===== config.mk =====
export PLATFORM = sky130hd
export DESIGN_NAME = servo_pulse_quadrature_controller
export DESIGN_NICKNAME = d
export VERILOG_FILES = /design/src/rtl/spqc_pkg.sv /design/src/rtl/servo_pulse_quadrature_controller.sv
export SDC_FILE = /design/constraint.sdc
export NUM_CORES = 1
export LEC_CHECK = 0
export ABC_AREA = 0
export BUFFER_PORTS_ARGS = -buffer_cell sky130_fd_sc_hd__buf_2
export CAP_MARGIN = 20
export CORE_UTILIZATION = 50
export CTS_CLUSTER_SIZE = 28
export DETAILED_ROUTE_END_ITERATION = 8
export PLACE_DENSITY = 0.74
export SLEW_MARGIN = 10
export SYNTH_ARGS = -nofsm -noshare
export SYNTH_HDL_FRONTEND = slang
export SYNTH_SLANG_ARGS = --single-unit

===== constraint.sdc =====
create_clock -name clk -period 6.9 [get_ports clk]
set_input_delay 0.69 -clock clk [delete_from_list [all_inputs] [get_ports clk]]
set_output_delay 0.69 -clock clk [all_outputs]
set_load 0.02 [all_outputs]

===== src/rtl/spqc_pkg.sv =====
package spqc_pkg;

  localparam int unsigned PulseW = 16;
  localparam int unsigned GainW  = 6;
  localparam int unsigned CountW = 7;
  localparam int unsigned AngleW = 8;
  localparam int unsigned QuadW  = 2;
  localparam int unsigned CfgIdxW = 2;
  localparam int unsigned ProdW  = CountW + GainW;

  localparam logic [PulseW-1:0] PulseHighRst = 16'd2000;
  localparam logic [PulseW-1:0] PulseLowRst  = 16'd1000;
  localparam logic [GainW-1:0]  GainRst      = 6'd11;
  localparam logic [CountW-1:0] CenterCount  = 7'd45;
  localparam logic [CountW-1:0] MaxCount     = 7'd90;
  localparam logic [AngleW-1:0] AngleMin     = 8'd45;
  localparam logic [AngleW-1:0] AngleMax     = 8'd135;
  localparam logic [QuadW-1:0]  QuadRst      = 2'd0;

  typedef enum logic [1:0] {
    FUNC_SET_ANGLE = 2'd0,
    FUNC_RAMP      = 2'd1,
    FUNC_ENCODER   = 2'd2,
    FUNC_CALIBRATE = 2'd3
  } func_t;

  typedef enum logic [1:0] {
    DIR_NONE  = 2'd0,
    DIR_DOWN  = 2'd1,
    DIR_UP    = 2'd2,
    DIR_SPARE = 2'd3
  } dir_t;

  typedef enum logic [CfgIdxW-1:0] {
    REG_PULSE_HIGH = 2'd0,
    REG_PULSE_LOW  = 2'd1,
    REG_GAIN       = 2'd2,
    REG_UNUSED     = 2'd3
  } cfg_reg_t;

  typedef enum logic [1:0] {
    STEP_NONE = 2'd0,
    STEP_FWD  = 2'd1,
    STEP_BWD  = 2'd2
  } quad_step_t;

  // Gray-code quadrature: forward order 0 -> 2 -> 3 -> 1 -> 0
  function automatic quad_step_t quad_step(input logic [QuadW-1:0] prev,
                                           input logic [QuadW-1:0] now);
    logic [QuadW-1:0] fwd;
    logic [QuadW-1:0] bwd;
    case (prev)
      2'd0: begin fwd = 2'd2; bwd = 2'd1; end
      2'd1: begin fwd = 2'd0; bwd = 2'd3; end
      2'd2: begin fwd = 2'd3; bwd = 2'd0; end
      default: begin fwd = 2'd1; bwd = 2'd2; end
    endcase
    if (now == fwd) return STEP_FWD;
    if (now == bwd) return STEP_BWD;
    return STEP_NONE;
  endfunction

endpackage


===== src/rtl/servo_pulse_quadrature_controller.sv =====
// Servo pulse compare controller with quadrature encoder input.
// Input channel: in_valid/in_stall carry one event beat (in_func, in_angle,
// in_direction, in_quad). Set angle loads pulse_high - (angle-45)*gain for
// 45..135 degrees, ramp moves the compare value one count toward a limit,
// encoder samples step a 0..90 position count, calibrate recenters it.
// Result channel: out_valid/out_stall carry the compare value and position
// after each event, exactly one result beat per event.
// The result shows on the output register in the cycle after the event is taken.
// One event per cycle is sustained while the output is not stalled; the state
// update (one 7x6 multiply, subtract and clamp) is combinational.
// A stalled result holds in the output register; while it is full and stalled,
// in_stall is raised, otherwise a new event is taken in the same cycle that
// the previous result leaves.
// Configuration: cfg_we writes cfg_data into the register at cfg_index
// (0 pulse_high, 1 pulse_low, 2 counts_per_degree); write only when idle.
// Reset (rst_n low, synchronous) restores the registers to 2000/1000/11,
// the compare value to 2000, the position to 45 and empties the output.
module servo_pulse_quadrature_controller (
  input  logic                            clk,
  input  logic                            rst_n,
  input  logic                            cfg_we,
  input  logic [spqc_pkg::CfgIdxW-1:0]    cfg_index,
  input  logic [spqc_pkg::PulseW-1:0]     cfg_data,
  input  logic                            in_valid,
  output logic                            in_stall,
  input  logic [1:0]                      in_func,
  input  logic [spqc_pkg::AngleW-1:0]     in_angle,
  input  logic [1:0]                      in_direction,
  input  logic [spqc_pkg::QuadW-1:0]      in_quad,
  output logic                            out_valid,
  input  logic                            out_stall,
  output logic [spqc_pkg::PulseW-1:0]     out_compare_value,
  output logic [spqc_pkg::CountW-1:0]     out_encoder_count
);

  logic [spqc_pkg::PulseW-1:0] pulse_high_r;
  logic [spqc_pkg::PulseW-1:0] pulse_low_r;
  logic [spqc_pkg::GainW-1:0]  gain_r;

  logic [spqc_pkg::PulseW-1:0] compare_r, compare_nxt;
  logic [spqc_pkg::QuadW-1:0]  quad_last_r, quad_last_nxt;
  logic [spqc_pkg::CountW-1:0] position_r, position_nxt;
  logic                        out_valid_r;

  logic                        in_accept;
  spqc_pkg::func_t             func;
  spqc_pkg::dir_t              dir;
  spqc_pkg::quad_step_t        step;
  logic [spqc_pkg::CountW-1:0] offset;
  logic [spqc_pkg::ProdW-1:0]  product;
  logic [spqc_pkg::PulseW-1:0] loaded;
  logic                        angle_ok;

  assign in_stall  = out_valid_r && out_stall;
  assign in_accept = in_valid && !in_stall;
  assign out_valid = out_valid_r;
  assign out_compare_value = compare_r;
  assign out_encoder_count = position_r;

  assign func = spqc_pkg::func_t'(in_func);
  assign dir  = spqc_pkg::dir_t'(in_direction);
  assign step = spqc_pkg::quad_step(quad_last_r, in_quad);
  assign angle_ok = (in_angle >= spqc_pkg::AngleMin) && (in_angle <= spqc_pkg::AngleMax);

  always_comb begin
    // advance the encoder count, clamped to 0..MaxCount
    position_nxt = position_r;
    case (step)
      spqc_pkg::STEP_FWD: begin
        if (position_r != spqc_pkg::MaxCount) position_nxt = position_r + 7'd1;
      end
      spqc_pkg::STEP_BWD: begin
        if (position_r != '0) position_nxt = position_r - 7'd1;
      end
      default: position_nxt = position_r;
    endcase
    if (func == spqc_pkg::FUNC_CALIBRATE) position_nxt = spqc_pkg::CenterCount;
  end

  always_comb begin
    case (func)
      spqc_pkg::FUNC_SET_ANGLE: offset = spqc_pkg::CountW'(in_angle - spqc_pkg::AngleMin);
      spqc_pkg::FUNC_ENCODER:   offset = position_nxt;
      default:                  offset = spqc_pkg::CenterCount;
    endcase
    product = spqc_pkg::ProdW'(offset) * spqc_pkg::ProdW'(gain_r);
    // saturate at zero when the product exceeds pulse_high
    if ({{(spqc_pkg::PulseW-spqc_pkg::ProdW){1'b0}}, product} > pulse_high_r) begin
      loaded = '0;
    end else begin
      loaded = pulse_high_r - {{(spqc_pkg::PulseW-spqc_pkg::ProdW){1'b0}}, product};
    end
  end

  always_comb begin
    compare_nxt   = compare_r;
    quad_last_nxt = quad_last_r;
    case (func)
      spqc_pkg::FUNC_SET_ANGLE: begin
        if (angle_ok) compare_nxt = loaded;
      end
      spqc_pkg::FUNC_RAMP: begin
        if (dir == spqc_pkg::DIR_UP && compare_r < pulse_high_r) begin
          compare_nxt = compare_r + 16'd1;
        end else if (dir == spqc_pkg::DIR_DOWN && compare_r > pulse_low_r) begin
          compare_nxt = compare_r - 16'd1;
        end
      end
      spqc_pkg::FUNC_ENCODER: begin
        // unchanged pins: no reload
        if (in_quad != quad_last_r) begin
          quad_last_nxt = in_quad;
          compare_nxt   = loaded;
        end
      end
      default: compare_nxt = loaded;
    endcase
  end

  always_ff @(posedge clk) begin
    if (!rst_n) begin
      pulse_high_r <= spqc_pkg::PulseHighRst;
      pulse_low_r  <= spqc_pkg::PulseLowRst;
      gain_r       <= spqc_pkg::GainRst;
    end else if (cfg_we) begin
      case (spqc_pkg::cfg_reg_t'(cfg_index))
        spqc_pkg::REG_PULSE_HIGH: pulse_high_r <= cfg_data;
        spqc_pkg::REG_PULSE_LOW:  pulse_low_r  <= cfg_data;
        spqc_pkg::REG_GAIN:       gain_r       <= cfg_data[spqc_pkg::GainW-1:0];
        default: ;
      endcase
    end
  end

  always_ff @(posedge clk) begin
    if (!rst_n) begin
      compare_r   <= spqc_pkg::PulseHighRst;
      quad_last_r <= spqc_pkg::QuadRst;
      position_r  <= spqc_pkg::CenterCount;
      out_valid_r <= 1'b0;
    end else if (in_accept) begin
      compare_r   <= compare_nxt;
      quad_last_r <= quad_last_nxt;
      if (func == spqc_pkg::FUNC_CALIBRATE ||
          (func == spqc_pkg::FUNC_ENCODER && in_quad != quad_last_r)) begin
        position_r <= position_nxt;
      end
      out_valid_r <= 1'b1;
    end else if (!out_stall) begin
      // drop the beat once taken
      out_valid_r <= 1'b0;
    end
  end

`ifndef NO_ASSERTIONS
  a_count_range: assert property (@(posedge clk) disable iff (!rst_n)
    position_r <= spqc_pkg::MaxCount)
    else $error("encoder count out of range");

  a_accept_gives_beat: assert property (@(posedge clk) disable iff (!rst_n)
    in_accept |=> out_valid)
    else $error("accepted event produced no result beat");

  a_calibrate: assert property (@(posedge clk) disable iff (!rst_n)
    in_accept && func == spqc_pkg::FUNC_CALIBRATE |=>
      out_encoder_count == spqc_pkg::CenterCount)
    else $error("calibrate did not recenter the count");

  a_ramp_up: assert property (@(posedge clk) disable iff (!rst_n)
    in_accept && func == spqc_pkg::FUNC_RAMP && dir == spqc_pkg::DIR_UP &&
      compare_r < pulse_high_r |=> compare_r == $past(compare_r) + 16'd1)
    else $error("ramp up did not advance by one count");

  a_idle_holds_state: assert property (@(posedge clk) disable iff (!rst_n)
    !in_accept && !cfg_we |=> $stable(compare_r) && $stable(position_r))
    else $error("state changed without an event");
`endif

endmodule


==> results.yml <==
run:
  cap_violations: 0
clocking:
  cts_buffer_depth: 2
  clkSinkCount: 64
  path_clk_slew_ps: 60
  cts_tree: "yes"
  htreeDepth: 3
  ctsRootBufferMaster: "clkbuf_16"
  cts-hold-fix-buffers: 0
  clock_latency_ps: 330
  cts_made_buffers: 9
synth:
  ys.warnings.count: 0
  yosys.area_share.simple: 0.207
  synthAdderAreaFrac: 0.239
  seq_area_frac_synth: 0.201
  synth_cells: 807
  ys.flop_type: "dfxtp_1"
  syn-cell-area_um2: 6360
  synth_xor_area_frac: 0.0537
  yosys.cell_types.count: 66
  synthArstFlopShare: 0
  syn-mean-instance-area_um2: 7.89
  yosys_register_bits: 64
  synth_edf_count: 0
  synth_compound_area_frac: 0.214
  synth_fp_nets: 952
  synth_top_family_by_area: "adder cells"
  synthMuxAreaShare: 0.0204
floorplanning:
  coreArea_um2: 12200
  start_util: 0.521
  rows: 40
  num_io_pins: 62
  fp.dieArea_um2: 13200
  die_h_um: 115
  die_w_um: 115
global_route:
  grt_pass1_vias: 5733
  antenna_found_initial: 0
  met1_usage: 0.369
  grt_max_degree: 37
  overflow: 0
  met3_usage: 0.0348
  grtUsageMet2: 0.434
  grt_pass1_wl_um: 27700
  track_usage: 0.266
  grt_busiest_layer: "met2"
finish:
  final_cell_mix: "104 x nand2_1, 84 x ha_1, 77 x inv_1"
  fin_util: 0.619
  n_antenna_cell: 0
  drive_gt1_frac: 0.176
  fin_nets: 1051
  layout_commonest_cell: "nand2_1"
  syn_to_final_growth_pct: 18.8
setup_path:
  critical_path.max_fanout: 6
  startpoint_type: "input port"
  slowest_delay_ps: 540
  criticalPathCategory: "input port to flop"
  end_kind: "flop"
  crit_buf_inv: 6
  cp_top_family: "compound AO/OA/AOI/OAI gates"
  cp.arrival_ps: 6830
  cp_slowest_cell: "fa_1"
  cp.required_ps: 7090
routing:
  drt-initial-drc-count: 385
  drc_errors: 0
  wl_um: 17100
  viasPerCell: 5.70
  route.vias.total: 6150
  drt-pass1-iter-count: 5
  ant_nets: 0
  wl_per_cell_um: 15.8
power:
  leakagePower_nw: 3.48
  power_w: 0.00240
  powerDensity_nw_per_um2: 318
  ir_drop_v: 0.000189
sta:
  setup_viol: 0
  fmax_mhz: 150
  tightest_slew_ps: 806
  slew_headroom: 0.463
  drv_slew: 0
  hold_violations: 0
  final.setup_skew_ps: 7.16
  period_share: 0.963
  min_period_ps: 6650
place:
  hpwl_um: 13100
  globalplace.congestion: 0.938
  port_buffers: 61
worst_hold_path:
  min_path_type: "flop to flop"
status:
  status: "completed"
[layer usage]
metal  vias to the layer above  routed length (µm)
met4                         0                 251
met5                         -                   0
met3                        23                 865
met1                      2911                8040
met2                       194                7890
li1                       3022                   -
[stage by stage]
step | std cells | hold slack, ps | setup slack, ps | setup TNS, ps | cell area (µm²)
4_1_cts | 1077 | 455 | 136 | 0 | 7480
3_3_place_gp | 1061 | 443 | 126 | 0 | 7140
2_1_floorplan | 807 | 436 | 479 | 0 | 6360
5_1_grt | 1079 | 473 | -84.6 | -272 | 7560
6_report | 1079 | 455 | 254 | 0 | 7560
3_5_place_dp | 1061 | 448 | -57.2 | -86.7 | 7140
[kinds of logic after synthesis]
group	after synthesis
xor+xnor	39
flops	64
compound gates	209
fa+ha+maj	108
mux	13
simple gates	272
buf+inv	102
[flip-flops by register name (all words and copies together) (netlist names)]
signal	flops
out_compare_value	16
gain_r	6
pulse_high_r	16
out_encoder_count	7
quad_last_r	2
pulse_low_r	16
out_valid	1
[cell usage after synthesis (all sizes together), types with 2 or more instances]
cell type,count,area [µm²]
o221ai,2,17.5
nor3b,2,15.0
and3,5,31.3
nand3b,3,22.5
nand4,9,56.3
o211a,2,20.0
mux2i,13,130
dfxtp,64,1280
nor2,52,210
nand2b,7,43.8
a21o,12,90.1
a221o,2,20.0
and2,20,125
inv,77,289
fa,23,460
xnor2,24,210
a211o,4,36.3
a22oi,7,52.6
buf,10,63.8
nor3,11,55.1
o211ai,18,135
ha,85,1060
nor2b,23,144
xor2,15,131
nand3,19,95.1
o21a,5,37.5
o21bai,5,37.5
clkbuf,15,56.3
nor4,2,12.5
o22ai,5,31.3
and2b,3,22.5
o31ai,4,30.0
a31oi,7,43.8
a2bb2oi,3,26.3
o31a,4,35.0
or2,3,18.8
a221oi,2,23.8
nand2,104,390
a21oi,76,380
or3,3,18.8
a32o,3,30.0
a211oi,11,100
o21ai,30,150
[where the power goes]
group          leakage [nW]  switching (W)  internal (W)  total [W]
Combinational          2.80       0.000756      0.000669    0.00142
Sequential            0.523      0.0000645      0.000403   0.000468
Clock                 0.159       0.000173      0.000337   0.000510
Total                  3.48       0.000993       0.00141    0.00240
[area by class of cell]
type                            instances  area (µm²)
Clock inverter                          4        76.3
Timing Repair Buffer                  113         696
Multi-Input combinational cell        641        4750
Fill cell                            1132        4650
Tap cell                              168         210
Clock buffer                           12         256
Inverter                               77         289
Sequential cell                        64        1280
[worst min-delay path, stage by stage (launching register included)]
cell     delay, ps
dfxtp_1        310
nand2_1         50
a21oi_1         50
[worst paths after layout]
kind	slack [ps]	depth (start not counted)	to	from
hold reg to reg	460	2	pulse_low_r[12]$_SDFFE_PN0P_	pulse_low_r[12]$_SDFFE_PN0P_
setup / recovery	250	31	out_compare_value[4]$_SDFFE_PN1P_	in_quad[1]
hold / removal	460	2	pulse_low_r[12]$_SDFFE_PN0P_	pulse_low_r[12]$_SDFFE_PN0P_
setup reg to reg	260	30	out_compare_value[4]$_SDFFE_PN1P_	out_encoder_count[1]$_SDFFE_PN0P_
[repair_timing]
item,CTS,global route
buffers inserted,0,2
gates resized for setup,0,18
endpoints found under the setup margin,0,15
Power figures use the tool's default switching activity.
